==> config.mk <==
export PLATFORM = sky130hd
export DESIGN_NAME = hsl_hsv_to_rgb
export DESIGN_NICKNAME = d
export VERILOG_FILES = /design/src/hslrgb_pkg.sv /design/src/hsl_hsv_to_rgb.sv
export SDC_FILE = /design/constraint.sdc
export NUM_CORES = 2
export LEC_CHECK = 0
export BUFFER_PORTS_ARGS = -buffer_cell sky130_fd_sc_hd__buf_2
export CORE_ASPECT_RATIO = 0.5
export CORE_MARGIN = 3
export CORE_UTILIZATION = 40
export CTS_CLUSTER_DIAMETER = 80
export CTS_CLUSTER_SIZE = 24
export DETAILED_ROUTE_END_ITERATION = 8
export SYNTH_ARGS = -nofsm -noshare
export SYNTH_HDL_FRONTEND = slang
export SYNTH_SLANG_ARGS = --single-unit
==> constraint.sdc <==
create_clock -name clk -period 16.91 [get_ports clk]
set_input_delay 3.382 -clock clk [delete_from_list [all_inputs] [get_ports clk]]
set_output_delay 3.382 -clock clk [all_outputs]
set_load 0.01 [all_outputs]
==> src/hslrgb_pkg.sv <==
package hslrgb_pkg;

  // field widths
  localparam int HUE_W  = 16;
  localparam int FRAC_W = 17;  // saturation and level, 65536 is 1.0
  localparam int CH_W   = 8;

  // internal widths
  localparam int SEXT_W = 3;
  localparam int K_W    = 17;  // x factor, 0..65536
  localparam int M1_W   = 19;  // signed first multiplicand
  localparam int A_W    = 36;  // signed a = m1 * saturation
  localparam int AH_W   = A_W / 2;
  localparam int T_W    = 53;  // signed sums at scale 2^-48, before the 255 factor
  localparam int V_W    = T_W + 9;
  localparam int Q_W    = 48;  // fraction bits of the scaled sums

  localparam logic [K_W-1:0]        ONE_Q16  = K_W'(65536);
  localparam logic signed [V_W-1:0] HALF_Q48 = V_W'(64'd1 << (Q_W - 1));

  // hue sextant, selects which of c, x and m drive each channel
  typedef enum logic [SEXT_W-1:0] {
    SEXT_RED_TO_YEL = 3'd0,
    SEXT_YEL_TO_GRN = 3'd1,
    SEXT_GRN_TO_CYN = 3'd2,
    SEXT_CYN_TO_BLU = 3'd3,
    SEXT_BLU_TO_MAG = 3'd4,
    SEXT_MAG_TO_RED = 3'd5
  } sext_t;

endpackage

==> src/hsl_hsv_to_rgb.sv <==
// HSL/HSV to 8-bit RGB converter. One color is taken per beat on the in_valid/in_ready
// channel and one RGB beat comes out per color on out_valid/out_ready, in order. A new
// color can enter on every clock cycle while in_ready is high; an accepted input beat
// passes six pipeline register stages plus the output register on its way out, and a
// stalled output only freezes the stages that are full, so bubbles still close up and
// input keeps flowing while a result waits, until every stage is full.
// The stages are: hue decode and the |2L-1| term, the saturation multiply, a split
// 18-bit partial product of a times the x factor plus the offset m, the c sum and the
// product merge, the x sum, the times-255 scaling with rounding offset, and finally the
// round, clamp and sextant routing into the output register. cfg_data written with
// cfg_we picks the model (0 HSL, 1 HSV); it is sampled as each color enters, so write
// it only while the pipeline is empty. Hue wraps over a full 16-bit turn; saturation
// and level above 1.0 are legal and the channels simply saturate at 0 and 255.
module hsl_hsv_to_rgb
  import hslrgb_pkg::*;
(
  input  logic              clk,
  input  logic              rst,
  input  logic              cfg_we,
  input  logic              cfg_data,
  input  logic              in_valid,
  output logic              in_ready,
  input  logic [HUE_W-1:0]  hue,
  input  logic [FRAC_W-1:0] saturation,
  input  logic [FRAC_W-1:0] level,
  output logic              out_valid,
  input  logic              out_ready,
  output logic [CH_W-1:0]   red,
  output logic [CH_W-1:0]   green,
  output logic [CH_W-1:0]   blue
);

  localparam int NST = 7;  // six work stages plus the output register

  // truncate at 2^-48 (scale255 adds the rounding half), clamp to 0..255
  function automatic logic [CH_W-1:0] to_chan(input logic signed [V_W-1:0] v);
    logic [CH_W-1:0] r;
    if (v[V_W-1]) begin
      r = '0;
    end else if (|v[V_W-2:Q_W+CH_W]) begin
      r = '1;
    end else begin
      r = v[Q_W+CH_W-1:Q_W];
    end
    return r;
  endfunction

  // 255 * t plus the rounding half
  function automatic logic signed [V_W-1:0] scale255(input logic signed [T_W-1:0] t);
    logic signed [V_W-1:0] w;
    w = V_W'(t);
    return (w <<< 8) - w + HALF_Q48;
  endfunction

  // model select register
  logic color_model;

  always_ff @(posedge clk) begin
    if (rst) begin
      color_model <= 1'b0;
    end else if (cfg_we) begin
      color_model <= cfg_data;
    end
  end

  // ---------------------------------------------------------------------------
  // flow control: each stage loads when it is empty or the one after it moves
  // ---------------------------------------------------------------------------
  logic [NST-1:0] vld;
  logic [NST-1:0] rdy;

  always_comb begin
    rdy[NST-1] = !vld[NST-1] || out_ready;
    for (int i = NST - 2; i >= 0; i--) begin
      rdy[i] = !vld[i] || rdy[i+1];
    end
  end

  always_ff @(posedge clk) begin
    if (rst) begin
      vld <= '0;
    end else begin
      if (rdy[0]) begin
        vld[0] <= in_valid;
      end
      for (int i = 1; i < NST; i++) begin
        if (rdy[i]) begin
          vld[i] <= vld[i-1];
        end
      end
    end
  end

  assign in_ready  = rdy[0];
  assign out_valid = vld[NST-1];

  // ---------------------------------------------------------------------------
  // stage 1: hue sextant and fraction, first multiplicand
  // ---------------------------------------------------------------------------
  logic [HUE_W+2:0]       h6;
  logic [HUE_W-1:0]       frac0;
  logic [K_W-1:0]         k0;
  logic signed [M1_W-1:0] d0;
  logic signed [M1_W-1:0] ad0;
  logic signed [M1_W-1:0] m1_0;

  always_comb begin
    h6    = ((HUE_W+3)'(hue) << 2) + ((HUE_W+3)'(hue) << 1);
    frac0 = h6[HUE_W-1:0];
    // x ramps up in even sextants and down in odd ones
    k0    = h6[HUE_W] ? (ONE_Q16 - K_W'(frac0)) : K_W'(frac0);
    // 2L - 1 at scale 2^-16
    d0    = $signed({1'b0, level, 1'b0}) - $signed(M1_W'(ONE_Q16));
    ad0   = d0[M1_W-1] ? -d0 : d0;
    m1_0  = color_model ? $signed(M1_W'(level)) : ($signed(M1_W'(ONE_Q16)) - ad0);
  end

  sext_t                  s1_sext;
  logic [K_W-1:0]         s1_k;
  logic signed [M1_W-1:0] s1_m1;
  logic [FRAC_W-1:0]      s1_sat;
  logic [FRAC_W-1:0]      s1_lev;
  logic                   s1_model;

  always_ff @(posedge clk) begin
    if (rdy[0]) begin
      s1_sext  <= sext_t'(h6[HUE_W+2:HUE_W]);
      s1_k     <= k0;
      s1_m1    <= m1_0;
      s1_sat   <= saturation;
      s1_lev   <= level;
      s1_model <= color_model;
    end
  end

  // ---------------------------------------------------------------------------
  // stage 2: a = m1 * saturation (scale 2^-32)
  // ---------------------------------------------------------------------------
  logic signed [M1_W+FRAC_W:0] a_prod;

  assign a_prod = s1_m1 * $signed({1'b0, s1_sat});

  sext_t                 s2_sext;
  logic [K_W-1:0]        s2_k;
  logic signed [A_W-1:0] s2_a;
  logic [FRAC_W-1:0]     s2_lev;
  logic                  s2_model;

  always_ff @(posedge clk) begin
    if (rdy[1]) begin
      s2_sext  <= s1_sext;
      s2_k     <= s1_k;
      s2_a     <= $signed(a_prod[A_W-1:0]);
      s2_lev   <= s1_lev;
      s2_model <= s1_model;
    end
  end

  // ---------------------------------------------------------------------------
  // stage 3: a * k as two half-width products, offset m
  // ---------------------------------------------------------------------------
  logic [AH_W+K_W-1:0]        p_lo;
  logic signed [AH_W+K_W:0]   p_hi;
  logic signed [T_W-1:0]      lterm;
  logic signed [T_W-1:0]      a_half;
  logic signed [T_W-1:0]      tm2;

  always_comb begin
    p_lo   = s2_a[AH_W-1:0] * s2_k;
    p_hi   = $signed(s2_a[A_W-1:AH_W]) * $signed({1'b0, s2_k});
    lterm  = $signed(T_W'({s2_lev, 32'd0}));
    // HSL takes c/2 off the level, HSV the whole c
    a_half = s2_model ? (T_W'(s2_a) <<< 16) : (T_W'(s2_a) <<< 15);
    tm2    = lterm - a_half;
  end

  sext_t                      s3_sext;
  logic [AH_W+K_W-1:0]        s3_plo;
  logic signed [AH_W+K_W:0]   s3_phi;
  logic signed [T_W-1:0]      s3_tm;
  logic signed [A_W-1:0]      s3_a;

  always_ff @(posedge clk) begin
    if (rdy[2]) begin
      s3_sext <= s2_sext;
      s3_plo  <= p_lo;
      s3_phi  <= p_hi;
      s3_tm   <= tm2;
      s3_a    <= s2_a;
    end
  end

  // ---------------------------------------------------------------------------
  // stage 4: merge a * k, c + m
  // ---------------------------------------------------------------------------
  logic signed [T_W-1:0] ak3;
  logic signed [T_W-1:0] tc3;

  always_comb begin
    ak3 = (T_W'(s3_phi) <<< AH_W) + $signed(T_W'(s3_plo));
    tc3 = s3_tm + (T_W'(s3_a) <<< 16);
  end

  sext_t                 s4_sext;
  logic signed [T_W-1:0] s4_ak;
  logic signed [T_W-1:0] s4_tc;
  logic signed [T_W-1:0] s4_tm;

  always_ff @(posedge clk) begin
    if (rdy[3]) begin
      s4_sext <= s3_sext;
      s4_ak   <= ak3;
      s4_tc   <= tc3;
      s4_tm   <= s3_tm;
    end
  end

  // ---------------------------------------------------------------------------
  // stage 5: x + m
  // ---------------------------------------------------------------------------
  sext_t                 s5_sext;
  logic signed [T_W-1:0] s5_tx;
  logic signed [T_W-1:0] s5_tc;
  logic signed [T_W-1:0] s5_tm;

  always_ff @(posedge clk) begin
    if (rdy[4]) begin
      s5_sext <= s4_sext;
      s5_tx   <= s4_tm + s4_ak;
      s5_tc   <= s4_tc;
      s5_tm   <= s4_tm;
    end
  end

  // ---------------------------------------------------------------------------
  // stage 6: times 255 plus half, at scale 2^-48
  // ---------------------------------------------------------------------------
  sext_t                 s6_sext;
  logic signed [V_W-1:0] s6_vc;
  logic signed [V_W-1:0] s6_vx;
  logic signed [V_W-1:0] s6_vm;

  always_ff @(posedge clk) begin
    if (rdy[5]) begin
      s6_sext <= s5_sext;
      s6_vc   <= scale255(s5_tc);
      s6_vx   <= scale255(s5_tx);
      s6_vm   <= scale255(s5_tm);
    end
  end

  // ---------------------------------------------------------------------------
  // output: round, clamp, route by sextant
  // ---------------------------------------------------------------------------
  logic [CH_W-1:0] cv;
  logic [CH_W-1:0] xv;
  logic [CH_W-1:0] mv;
  logic [CH_W-1:0] r_next;
  logic [CH_W-1:0] g_next;
  logic [CH_W-1:0] b_next;

  always_comb begin
    cv = to_chan(s6_vc);
    xv = to_chan(s6_vx);
    mv = to_chan(s6_vm);
    case (s6_sext)
      SEXT_RED_TO_YEL: begin
        r_next = cv; g_next = xv; b_next = mv;
      end
      SEXT_YEL_TO_GRN: begin
        r_next = xv; g_next = cv; b_next = mv;
      end
      SEXT_GRN_TO_CYN: begin
        r_next = mv; g_next = cv; b_next = xv;
      end
      SEXT_CYN_TO_BLU: begin
        r_next = mv; g_next = xv; b_next = cv;
      end
      SEXT_BLU_TO_MAG: begin
        r_next = xv; g_next = mv; b_next = cv;
      end
      default: begin
        r_next = cv; g_next = mv; b_next = xv;
      end
    endcase
  end

  always_ff @(posedge clk) begin
    if (rdy[NST-1]) begin
      red   <= r_next;
      green <= g_next;
      blue  <= b_next;
    end
  end

endmodule

==> impl_metrics.csv <==
group,metric,value,unit
timing,rsz0062_at_grt,"false",
die,die_width,581.4,um
layout,multi_input_area,42390,sq um
setup_path,critical_path_required,13530,ps
global_routing,grt_pass1_wl,249600,um
logic_synthesis,synth_cell_types,90,
setup_path,worst_ep_arrival_time,5250,ps
detailed_routing,drc,0,
detailed_routing,first_pass_iters,7,
detailed_routing,drtIter0Drc,2691,
clock_network,numCtsBuffers,40,
setup_path,crit_type,"in2out",
global_routing,grt_max_degree,81,
logic_synthesis,syn_nets,7975,
detailed_routing,routed_wl,151700,um
clock_network,hold_buffers,0,
clock_network,cts_resized,0,
global_routing,antenna_found_initial,4,
place,dp_hpwl,118100,um
die,initial_utilization,40.71,%
global_routing,grt.total_usage,18.26,%
clock_network,cts_tree,"done",
layout,fin_area,70330,sq um
timing,slew_headroom,22.12,%
clock_network,clockRootBuffer,"clkbuf_16",
timing,worst_slew_pin_slew,1168,ps
place,dpl_cell_area,68950,sq um
detailed_routing,via_per_inst,5.097,
setup_path,critPathLaunchType,"input port",
logic_synthesis,synthCells,6395,
layout,area_growth,6.209,%
timing,finClkSkew,59.36,ps
detailed_routing,routedWlPerCell,17.71,um
global_routing,overflow,0,
logic_synthesis,synth_area,66210,sq um
clock_network,cts_sinks,628,
die,rows,104,
die,dieArea,170800,sq um
timing,maxSlewViolCount,0,
timing,finalCritPeriodShare,51.05,%
setup_path,end_kind,"output port",
logic_synthesis,ys_warn_count,0,
timing,setup_viol,0,
detailed_routing,antenna_left,0,
job,cap_violations,0,
die,ios,82,
logic_synthesis,synthFlopType,"edfxtp_1",
clock_network,clkTransAtPathRegs,100,ps
layout,num-nets-final,7941,
timing,clock.fmax,0.1158,GHz
clock_network,clock_latency,660,ps
clock_network,postCtsSetupRepairBufs,0,
status,outcome,"finished, final reports clean",
logic_synthesis,synth-seq-area-share,28.36,%
setup_path,reg2reg_slack,9620,ps
layout,regArea,18780,sq um
timing,fin_crit,8633,ps
place,portBuffers,81,
detailed_routing,num_vias,43640,
logic_synthesis,async_flop_share,0,%
clock_network,clock_path_buffers,3,
logic_synthesis,synth.avg_cell_area,10.35,sq um
timing,setup_tns,0,ps
logic_synthesis,synth_edf_count,620,
place,gp_congestion,0.8658,
setup_path,cp_max_fo,6,
timing,hold_viol,0,
layout,fillers,15400,
global_routing,grt_pass1_vias,45480,
layout,drive_above_1_share,3.852,%
die,core,162700,sq um
clock_network,htreeDepth,2,
die,die_h,293.7,um
logic_synthesis,ys_seq_elements,628,
hold_path,hp-class,"reg2reg",
==> through the flow <==
step	hold WS, ps	instances	utilization [%]	setup WS (ps)
6_report	391.4	8562	43.24	8277
5_1_grt	408.3	8561	43.23	8157
4_1_cts	368.4	8560	43.23	8253
3_5_place_dp	404.5	8492	42.39	8268
3_3_place_gp	400.9	8492	42.39	8267
2_1_floorplan	400.3	6395	-	7318
==> Yosys cell counts, types with 69 or more instances <==
library cell | instances | share of area, %
a21o_1 | 121 | 1.4
a21oi_1 | 255 | 1.9
and2_1 | 452 | 4.3
clkbuf_1 | 194 | 1.1
edfxtp_1 | 620 | 28
fa_1 | 837 | 25
ha_1 | 687 | 13
inv_1 | 1138 | 6.5
nand2_1 | 637 | 3.6
nor2_1 | 218 | 1.2
o21ai_0 | 182 | 1.4
xnor2_1 | 230 | 3.0
xor2_1 | 69 | 0.91
==> placed cells by master (no fill, tap or decap), types with 67 or more instances in the layout <==
| cell | instances |
|---|---|
| inv_1 | 1136 |
| xor2_1 | 69 |
| a21oi_1 | 255 |
| edfxtp_1 | 620 |
| nor2_1 | 218 |
| fa_1 | 837 |
| and2_1 | 452 |
| xnor2_1 | 230 |
| o21ai_0 | 182 |
| nand2_1 | 635 |
| buf_2 | 81 |
| a21o_1 | 121 |
| nor3_1 | 67 |
| ha_1 | 687 |
==> registers in the layout, summed over array words and instances, names as in the netlist, 19 cells and up <==
| signal | flops |
|---|---|
| s4_ak | 52 |
| s4_tc | 38 |
| s3_tm | 38 |
| s2_a | 36 |
| s1_m1 | 19 |
| s5_tc | 38 |
| s5_tx | 52 |
| s3_a | 36 |
| s4_tm | 37 |
| s5_tm | 37 |
| s3_phi | 34 |
| s3_plo | 34 |
==> cell families (layout without fill, tap and decap cells) <==
kind of cell / count (synthesis) / after routing / share of synthesized area (%)
AO/OA/AOI/OAI: 870 / 870 / 8.390
other: 0 / 2 / 0
adder cells (fa/ha/maj): 1524 / 1524 / 38.29
multiplexers: 31 / 31 / 0.4762
XOR/XNOR: 301 / 301 / 4.004
buffers and inverters: 1348 / 1340 / 7.660
AND/OR/NAND/NOR: 1693 / 1693 / 12.82
flip-flops: 628 / 628 / 28.36
==> final cells by class <==
cell class	count	share of cell area, %
Inverter	1141	6.094
Clock buffer	48	1.466
Tap cell	2173	3.866
Timing Repair Buffer	131	1.110
Clock inverter	20	0.4768
Antenna cell	2	0.007117
Sequential cell	628	26.70
Multi-Input combinational cell	4419	60.28
==> worst paths after layout <==
kind,cells after the start,end,start
min reg2reg,0,s5_tc[33]$_DFFE_PP_,s4_tc[33]$_DFFE_PP_
min,0,s5_tc[33]$_DFFE_PP_,s4_tc[33]$_DFFE_PP_
max,7,in_ready,out_ready
max reg2reg,24,s3_phi[33]$_DFFE_PP_,s2_k[9]$_DFFE_PP_
==> per-layer routing <==
| layer | share of wire (%) | vias up | routed length, um | GRT usage, % |
|---|---|---|---|---|
| met5 | 0 | - | 0 | 0 |
| met4 | 1.6 | 0 | 2462 | 3.109 |
| met3 | 5.1 | 143 | 7682 | 2.391 |
| met2 | 44 | 908 | 66860 | 28.97 |
| met1 | 49 | 21800 | 74650 | 27.04 |
| li1 | - | 20790 | - | - |
==> critical path: stages <==
cell and delay [ps]:
buf_2 100, nor2b_1 230, and2_1 350, and3_1 240
buf_4 230, nand4_1 380, buf_2 330
Power is left out: the tool's default activity adds up to more than one toggle a clock period on the data nets, which glitch-free logic cannot reach.
